**config.mk**
```make
export PLATFORM = sky130hd
export DESIGN_NAME = plwi_ctrl
export DESIGN_NICKNAME = d
export VERILOG_FILES = /design/src/hw/rtl/plwi_pkg.sv /design/src/hw/rtl/plwi_ctrl.sv
export SDC_FILE = /design/constraint.sdc
export NUM_CORES = 1
export LEC_CHECK = 0
export ABC_AREA = 1
export BUFFER_PORTS_ARGS = -buffer_cell sky130_fd_sc_hd__buf_4
export CAP_MARGIN = 15
export CORE_ASPECT_RATIO = 0.7
export CORE_MARGIN = 1
export CORE_UTILIZATION = 40
export DETAILED_ROUTE_END_ITERATION = 12
export PLACE_DENSITY_LB_ADDON = 0.12
export SLEW_MARGIN = 5
export SYNTH_ARGS = -nofsm -noshare
export SYNTH_HDL_FRONTEND = slang
export SYNTH_SLANG_ARGS = --single-unit
```
**constraint.sdc**
```tcl
create_clock -name i_clk -period 21.7 [get_ports i_clk]
set_clock_uncertainty 0.1 [all_clocks]
set_input_delay 4.34 -clock i_clk [delete_from_list [all_inputs] [get_ports i_clk]]
set_output_delay 4.34 -clock i_clk [all_outputs]
set_load 0.01 [all_outputs]
```
**src/hw/rtl/plwi_pkg.sv**
```systemverilog
`default_nettype none
// ----------------------------------------------------------------------------
// plwi_pkg: shared types and constants of the window intersect engine
// Beat layouts, store entry and write request, configuration bundle, codes.
// ----------------------------------------------------------------------------
package plwi_pkg;

    // store geometry
    localparam int LIST_DEPTH = 1024;
    localparam int IDX_W      = $clog2(LIST_DEPTH);
    localparam int CNT_W      = $clog2(LIST_DEPTH + 1);

    // request codes
    localparam logic [1:0] REQ_LOAD  = 2'd0;
    localparam logic [1:0] REQ_PROBE = 2'd1;
    localparam logic [1:0] REQ_CLEAR = 2'd2;

    // output mode codes
    localparam logic [1:0] OUT_MATCH    = 2'd0;
    localparam logic [1:0] OUT_NONMATCH = 2'd1;
    localparam logic [1:0] OUT_BOTH     = 2'd2;

    // score mode codes
    localparam logic SCORE_SUM = 1'b0;
    localparam logic SCORE_MAX = 1'b1;

    // configuration register indexes
    localparam int CFG_IDX_W = 3;
    localparam logic [CFG_IDX_W-1:0] CFG_SCORE_MODE   = 3'd0;
    localparam logic [CFG_IDX_W-1:0] CFG_OUTPUT_MODE  = 3'd1;
    localparam logic [CFG_IDX_W-1:0] CFG_POS_CHECK    = 3'd2;
    localparam logic [CFG_IDX_W-1:0] CFG_WINDOW_LEFT  = 3'd3;
    localparam logic [CFG_IDX_W-1:0] CFG_WINDOW_RIGHT = 3'd4;
    localparam logic [CFG_IDX_W-1:0] CFG_WORD_MIN     = 3'd5;
    localparam logic [CFG_IDX_W-1:0] CFG_WORD_MAX     = 3'd6;
    localparam int CFG_DATA_W = 31;

    localparam logic [30:0] WORD_MAX_RESET = 31'h7FFF_FFFF;

    typedef struct packed {
        logic [1:0]  req_type;
        logic [31:0] doc_id;
        logic [30:0] word_id;
        logic [23:0] position;
        logic [15:0] score;
    } t_in_item;

    typedef struct packed {
        logic [31:0] out_doc;
        logic [30:0] out_word;
        logic [23:0] out_position;
        logic [15:0] out_score;
        logic        out_matched;
    } t_out_item;

    // one stored first-list posting
    typedef struct packed {
        logic [31:0] doc;
        logic [23:0] pos;
        logic [15:0] score;
    } t_entry;

    typedef struct packed {
        logic             en;
        logic [IDX_W-1:0] addr;
        t_entry           data;
    } t_store_wr;

    typedef struct packed {
        logic               score_mode;
        logic [1:0]         output_mode;
        logic               pos_check;
        logic signed [16:0] window_left;
        logic signed [16:0] window_right;
        logic [30:0]        word_min;
        logic [30:0]        word_max;
    } t_cfg;

    // saturating sum or maximum of two scores
    function automatic logic [15:0] combine_scores(input logic mode,
                                                   input logic [15:0] a,
                                                   input logic [15:0] b);
        logic [16:0] sum;
        sum = {1'b0, a} + {1'b0, b};
        if (mode == SCORE_MAX) begin
            return (a > b) ? a : b;
        end
        return sum[16] ? 16'hFFFF : sum[15:0];
    endfunction

endpackage
`default_nettype wire

```
**src/hw/rtl/plwi_ctrl.sv**
```systemverilog
`default_nettype none
// ----------------------------------------------------------------------------
// plwi_ctrl: load, clear and probe sequencer
// Owns fill count and cursor, keeps the entry below the cursor in a register
// and walks the store one entry per cycle until the probe can be decided.
// ----------------------------------------------------------------------------
module plwi_ctrl (
    input  wire logic                       i_clk,
    input  wire logic                       i_rst_n,
    input  wire plwi_pkg::t_cfg             i_cfg,
    input  wire logic                       i_in_valid,
    input  wire plwi_pkg::t_in_item         i_in,
    output logic                            o_in_stall,
    input  wire logic                       i_slot_free,
    output logic                            o_res_valid,
    output plwi_pkg::t_out_item             o_res,
    output plwi_pkg::t_store_wr             o_wr,
    output logic [plwi_pkg::IDX_W-1:0]      o_rd_addr,
    input  wire plwi_pkg::t_entry           i_rd_data
);
    import plwi_pkg::*;

    typedef enum logic [2:0] {
        ST_IDLE    = 3'b001,
        ST_WALK_LT = 3'b010,
        ST_WALK_EQ = 3'b100
    } t_state;

    t_state            r_state, n_state;
    logic [CNT_W-1:0]  r_cursor, n_cursor;
    logic [CNT_W-1:0]  r_count, n_count;
    t_entry            r_prev;
    t_in_item          r_probe;

    logic              acc;
    logic              clr_acc;
    logic              cur_ok, prev_ok, cur_same, prev_same;
    logic signed [24:0] d_cur, d_prev, left_x, right_x;
    logic              adv_lt, adv_eq, advance, walking, fin;
    logic              drop, matched, emit, mode_ok, word_ok, done;
    logic [15:0]       res_score;

    assign o_in_stall = (r_state != ST_IDLE);
    assign acc        = i_in_valid && (r_state == ST_IDLE);
    assign clr_acc    = acc && (i_in.req_type == REQ_CLEAR);

    // cursor and previous entry relations to the probe
    assign cur_ok    = (r_cursor < r_count);
    assign prev_ok   = (r_cursor != '0);
    assign cur_same  = cur_ok && (i_rd_data.doc == r_probe.doc_id);
    assign prev_same = prev_ok && (r_prev.doc == r_probe.doc_id);

    // position offsets probe minus stored
    assign d_cur   = $signed({1'b0, r_probe.position}) - $signed({1'b0, i_rd_data.pos});
    assign d_prev  = $signed({1'b0, r_probe.position}) - $signed({1'b0, r_prev.pos});
    assign left_x  = {{8{i_cfg.window_left[16]}}, i_cfg.window_left};
    assign right_x = {{8{i_cfg.window_right[16]}}, i_cfg.window_right};

    // walk conditions: smaller docs first, then same doc inside left bound
    assign adv_lt  = cur_ok && (i_rd_data.doc < r_probe.doc_id);
    assign adv_eq  = i_cfg.pos_check && cur_same && (d_cur >= left_x);
    assign walking = (r_state == ST_WALK_LT) || (r_state == ST_WALK_EQ);
    assign advance = ((r_state == ST_WALK_LT) && (adv_lt || adv_eq))
                  || ((r_state == ST_WALK_EQ) && adv_eq);
    assign fin     = walking && !advance;

    // outcome once the cursor rests
    always_comb begin
        drop      = 1'b0;
        matched   = 1'b0;
        res_score = r_probe.score;
        if (!i_cfg.pos_check) begin
            if (!cur_ok) begin
                drop = 1'b1;
            end else if (cur_same) begin
                matched   = 1'b1;
                res_score = combine_scores(i_cfg.score_mode, i_rd_data.score, r_probe.score);
            end
        end else begin
            priority if (prev_same) begin
                if (d_prev <= right_x) begin
                    matched   = 1'b1;
                    res_score = combine_scores(i_cfg.score_mode, r_prev.score, r_probe.score);
                end
            end else if (cur_same) begin
                // partner doc present but no predecessor inside it
                drop = 1'b1;
            end else begin
                // doc absent: past the end drops, otherwise a non-match
                drop = !cur_ok;
            end
        end
    end

    assign word_ok = (r_probe.word_id >= i_cfg.word_min) && (r_probe.word_id <= i_cfg.word_max);
    assign mode_ok = matched
        ? ((i_cfg.output_mode == OUT_MATCH) || (i_cfg.output_mode == OUT_BOTH))
        : ((i_cfg.output_mode == OUT_NONMATCH) || (i_cfg.output_mode == OUT_BOTH));
    assign emit    = !drop && word_ok && mode_ok;
    assign done    = fin && (!emit || i_slot_free);

    assign o_res_valid         = fin && emit && i_slot_free;
    assign o_res.out_doc       = r_probe.doc_id;
    assign o_res.out_word      = r_probe.word_id;
    assign o_res.out_position  = r_probe.position;
    assign o_res.out_score     = res_score;
    assign o_res.out_matched   = matched;

    // store write on load beats
    always_comb begin
        o_wr.en   = acc && (i_in.req_type == REQ_LOAD) && (r_count < CNT_W'(LIST_DEPTH));
        o_wr.addr = r_count[IDX_W-1:0];
        o_wr.data = '{doc: i_in.doc_id, pos: i_in.position, score: i_in.score};
    end

    // next state, cursor and count
    always_comb begin
        n_state  = r_state;
        n_cursor = r_cursor;
        n_count  = r_count;
        unique case (r_state)
            ST_IDLE: begin
                if (acc) begin
                    unique case (i_in.req_type)
                        REQ_LOAD: begin
                            if (o_wr.en) begin
                                n_count = r_count + CNT_W'(1);
                            end
                        end
                        REQ_PROBE: n_state = ST_WALK_LT;
                        REQ_CLEAR: begin
                            n_count  = '0;
                            n_cursor = '0;
                        end
                        default: ;
                    endcase
                end
            end
            ST_WALK_LT, ST_WALK_EQ: begin
                if (advance) begin
                    n_cursor = r_cursor + CNT_W'(1);
                    if ((r_state == ST_WALK_LT) && !adv_lt) begin
                        n_state = ST_WALK_EQ;
                    end
                end else if (done) begin
                    n_state = ST_IDLE;
                end
            end
            default: n_state = ST_IDLE;
        endcase
    end

    assign o_rd_addr = n_cursor[IDX_W-1:0];

    // control registers
    always_ff @(posedge i_clk) begin
        if (!i_rst_n) begin
            r_state  <= ST_IDLE;
            r_cursor <= '0;
            r_count  <= '0;
        end else begin
            r_state  <= n_state;
            r_cursor <= n_cursor;
            r_count  <= n_count;
        end
    end

    // payload registers
    always_ff @(posedge i_clk) begin
        if (acc && (i_in.req_type == REQ_PROBE)) begin
            r_probe <= i_in;
        end
        if (advance) begin
            r_prev <= i_rd_data;
        end
    end

    // cursor never passes the fill count
    a_cursor_bound: assert property (@(posedge i_clk) disable iff (!i_rst_n)
        r_cursor <= r_count)
        else $error("cursor beyond fill count");

    // fill count within store depth
    a_count_bound: assert property (@(posedge i_clk) disable iff (!i_rst_n)
        r_count <= CNT_W'(LIST_DEPTH))
        else $error("fill count beyond depth");

    // cursor only moves backward on a clear
    a_cursor_fwd: assert property (@(posedge i_clk) disable iff (!i_rst_n)
        !clr_acc |=> r_cursor >= $past(r_cursor))
        else $error("cursor moved backward without clear");

endmodule
`default_nettype wire

```
### Yosys cells after proc, flatten, opt, wreduce, memory -nomap -nowiden

Index checks and enable logic that the tools add are counted.

* flip-flop bits (word level): 200
* output and inout bits: 199
* logic and storage cells: 124

* add/sub/neg operators: 6
* magnitude comparators: 9
* equal/unequal tests: 17
* multiplexer cells: 42
* reductions and logical operators: 39

Operator list (count)
* $mux 16: 13
* $eq 32x32->1: 2
* $sub 24x24->25: 2
* $mux 11: 4
* $pmux 11 s2: 2
* $add 16x16->17: 2
* $gt 16x16->1: 2
* $lt 32x32->1: 1
* $ge 31x31->1: 1
* $le 31x31->1: 1
* $ge 25x17->1: 1
* $le 25x17->1: 1
* $add 11x1->11 const B: 2
* $logic_and 1x1->1: 19
* $mux 1: 17
* $mux 3: 5
* $reduce_and 4->1: 3
* $lt 11x11->1: 1
* $lt 11x11->1 const B: 1
* $reduce_bool 11->1: 1
* $logic_or 1x1->1: 6
* $ne 2x2->1 const B: 3
* $ne 3x3->1 const B: 2
* $pmux 3 s2: 1
* other kinds (11): 20

### Depth between registers and ports, before layout

* depth in word-level cells: 14
* depth in mapped cells: 36

### Worst setup path before layout

No wires, ideal clock.

* path type: input -> output
* start: input i_rd_data[16] (netlist bit)
* end: output o_rd_addr[8] (netlist bit)
* data arrival time: 8.078 ns
* required time: 17.260 ns
* path slack: 9.182 ns
* cell stages on the path: 34
* cells stage by stage: ha_1 > inv_1 > fa_1 > nand3_1 > nand2_1 > nand2_1 > o211ai_1 > a21oi_1 > o21ai_2 > a21boi_2 > o21ai_1 > nand2_1 > nand2_1 > xor2_1 > ha_1 > nand2_1 > inv_1 > nand2_1 > nand2_1 > nand2_1 > nand2_1 > a21oi_1 > nand3_1 > nand2_1 > nand2_2 > nand2_4 > nand2_4 > inv_6 > nand2_4 > nand2_1 > o211ai_1 > nand2_1 > inv_1 > buf_4

* longest elaborated chain between the ends: 8
* elaborated cells on any way between the ends: 9
* those cells by class: 1 x add/sub; 1 x order compare; 2 x mux; 5 x reduce/logical

Ends and longest elaborated chain
* start: declaration: RTL line plwi_ctrl.sv:19 `input wire plwi_pkg::t_entry i_rd_data`
* $sub 24x24->25 *: RTL line plwi_ctrl.sv:54 `assign d_cur = $signed({1'b0, r_probe.position}) - $signed({1'b0, i_rd_data.pos});`
* $ge 25x17->1 *: RTL line plwi_ctrl.sv:61 `assign adv_eq = i_cfg.pos_check && cur_same && (d_cur >= left_x);`
* $logic_and 1x1->1 *: RTL line plwi_ctrl.sv:61
* $logic_or 1x1->1: RTL line plwi_ctrl.sv:63 `assign advance = ((r_state == ST_WALK_LT) && (adv_lt || adv_eq))`
* $logic_and 1x1->1: RTL line plwi_ctrl.sv:63
* $logic_or 1x1->1 *: RTL line plwi_ctrl.sv:64 `|| ((r_state == ST_WALK_EQ) && adv_eq);`
* $mux 11 *: RTL line plwi_ctrl.sv:140 `if (advance) begin`
* $pmux 11 s2 *: RTL line plwi_ctrl.sv:121 `unique case (r_state)`
* end: declaration: RTL line plwi_ctrl.sv:18 `output logic [plwi_pkg::IDX_W-1:0] o_rd_addr,`

Every way passes the cells marked *; elsewhere a longest branch is shown, timed or not. The select of a mux whose other input is x is not followed.

### Final worst setup path

Same ends and word-level chain as after synthesis.

==> results.toml <==
[run_status]
status = "finished clean"

[layout]
layout_commonest_cell = "buf_4"
fin_nets = 3206
layout_common_cells = "481 x buf_4, 442 x nand2_1, 379 x inv_1"
final_layout_size_suffix_gt1_share_pct = 21.1
syn_to_final_growth_pct = 19.0
stdcell_count = 3271

[placed_design]
dp_hpwl_um = 49900
dp.cells = 3236
pre_cts_slack_ns = 8.19
portBuffers = 479
place.gp.congestion = 0.937

[power]
cellLeakagePower_uw = 0.0111
total_power_uw = 2440
power_density_nw_per_um2 = 110
max-vdd-ir-drop_uv = 137

[clock_tree]
cts.clk_slew.worst_paths_ns = 0.10
post_cts_buffers = 0
h-tree-depth = 4
cts_sinks = 200
tritoncts = "yes"
clk_latency_ns = 0.48
tritoncts.num_buffers = 17
cts_hold_buf = 0
root_buffer = "clkbuf_16"
clockBufferDepth = 2
ctsResizeCount = 0

[global_route]
grt_pass1_wl_um = 91000
track_usage_pct = 25.2
gr-total-overflow = 0
grt_pass1_vias = 15900
grt_antenna_before_repair = 4
grt_max_degree = 80

[sta]
worst_pin_slew_ns = 1.10
holdWs_ns = 0.423
max_slew_margin_pct = 26.2
rsz0062_at_grt = "false"
setup_ws_ns = 8.25
drv_slew = 0
setup_violations = 0
setup_tns_ns = 0
post-route-period-util_pct = 62.0
fmax_mhz = 74.3
period_minus_slack_ns = 13.45
hold_violations = 0

[yosys]
synth_edf_count = 175
ys.warnings.count = 0
synth_cells = 2359
avgSynthCellArea_um2 = 7.91
syn-num-nets = 2913
syn-cell-area_um2 = 18700
ys_seq_area_share_pct = 30.8
ys_seq_elements = 200
synth_ff_type = "edfxtp_1"
synth_cell_types = 58
async_flop_share_pct = 0

[setup_path]
worstSetupStartpointType = "input port"
slowest_stage = "inv_6"
worstPathRequired_ns = 17.26
end_kind = "primary output"
path_buf_inv = 5
cp.arrival_ns = 9.01
critical-path-top-delay-family = "compound AO/OA/AOI/OAI gates"
crit_type = "input port to primary output"
cpMostUsedCell = "nand2_1"
path_max_fanout = 79
crit_path_max_incr_delay_ns = 0.54

[floorplanning]
ios = 480
die_h_um = 183
die_area_um2 = 47600
initial_utilization_pct = 41.0
core_area_um2 = 45500
chipWidth_um = 260
rows = 65

[detailed_routing]
post-route-drc-count = 0
firstDrtPassIters = 5
routed_wl_um = 60200
routed_via_density = 5.00
drt_iter0_markers = 1101
ant_nets = 0
wire_per_inst_um = 18.4
vias = 16400

[job]
maxCapViolCount = 0

[hold_path]
hold_class = "flip-flop to flip-flop"
## registers in the layout, summed over array words and instances (netlist names)
name      cells
o_res        87
r_prev       72
r_probe      16
r_count      11
r_state       3
r_cursor     11
## final timing paths
path,end,slack [ns],cells after the start,from
setup / recovery,o_rd_addr[8],8.25,32,i_rd_data[16]
hold / removal,r_count[9]$_SDFFE_PN0P_,0.42,1,r_count[9]$_SDFFE_PN0P_
setup reg to reg,o_res[28]$_DFFE_PP_,15.72,26,o_res[17]$_DFFE_PP_
hold reg to reg,r_count[9]$_SDFFE_PN0P_,0.42,1,r_count[9]$_SDFFE_PN0P_
## metal layers
metal	vias to the layer above	routed length, um	track usage, %
li1	8271	-	-
met1	7503	28400	35.4
met2	529	26500	39.2
met3	45	4180	5.31
met4	2	1090	6.25
met5	-	17	0
## cell families (layout without fill, tap and decap cells)
group | count (synthesis) | in the layout | synth area share, %
xor gates and xnor gates | 82 | 82 | 3.85
other | 0 | 3 | 0
AOI/OAI and AO/OA | 444 | 444 | 13.1
adders and majority gates | 273 | 273 | 18.5
and+or+nand+nor | 766 | 766 | 18.0
buffers and inverters | 594 | 900 | 15.8
DFF | 200 | 200 | 30.8
## worst register-to-register path: cells and delay by family, from the launching register on
family	cells	cell delay, ns
buf+inv	3	0.86
flops	1	0.38
xor+xnor	1	0.20
fa+ha+maj	3	0.99
simple gates	14	1.73
compound gates	5	1.22
## Yosys cell counts (5+ instances only)
| cell type | n | area (um2) |
|---|---|---|
| o211ai_1 | 10 | 75.1 |
| nor4_1 | 10 | 62.6 |
| buf_4 | 182 | 1370 |
| inv_2 | 6 | 22.5 |
| ha_1 | 269 | 3370 |
| nand2_1 | 442 | 1660 |
| nor2_1 | 133 | 499 |
| nor2_2 | 5 | 31.3 |
| o21a_1 | 11 | 82.6 |
| edfxtp_1 | 175 | 5260 |
| nand3_2 | 5 | 50.1 |
| a211oi_1 | 6 | 45.0 |
| buf_2 | 10 | 50.1 |
| nand4_1 | 36 | 225 |
| o21ai_1 | 28 | 140 |
| xnor2_1 | 27 | 236 |
| o21ai_0 | 85 | 425 |
| xor2_1 | 55 | 482 |
| dfxtp_1 | 25 | 500 |
| nand3_1 | 78 | 390 |
| inv_1 | 379 | 1420 |
| a21o_1 | 7 | 52.6 |
| nand2_2 | 5 | 31.3 |
| a21oi_1 | 254 | 1270 |
| o21bai_1 | 17 | 128 |
| a31oi_1 | 7 | 43.8 |
| nor3_1 | 26 | 130 |
| clkbuf_1 | 12 | 45.0 |
## report_power, final
part / leakage (uW) / switching [uW] / internal (uW) / total [uW]
Combinational: 0.00894 / 873 / 549 / 1420
Clock: 0.000306 / 188 / 171 / 358
Sequential: 0.00182 / 117 / 547 / 664
## metrics by stage
step / util (%) / area [um2]
finish: 48.8 / 22200
global route: 48.8 / 22200
CTS: 48.7 / 22200
detailed placement: 47.3 / 21600
global placement: 47.3 / 21600
floorplan: - / 18700
## area by class of cell
class / count / area, um2
Clock inverter: 15 / 221
Timing Repair Buffer: 481 / 3610
Sequential cell: 200 / 5760
Antenna cell: 3 / 7.51
Clock buffer: 17 / 425
Multi-Input combinational cell: 1565 / 9970
Fill cell: 4522 / 23300
Inverter: 387 / 1460
Tap cell: 603 / 754
Power figures use the tool's default switching activity.
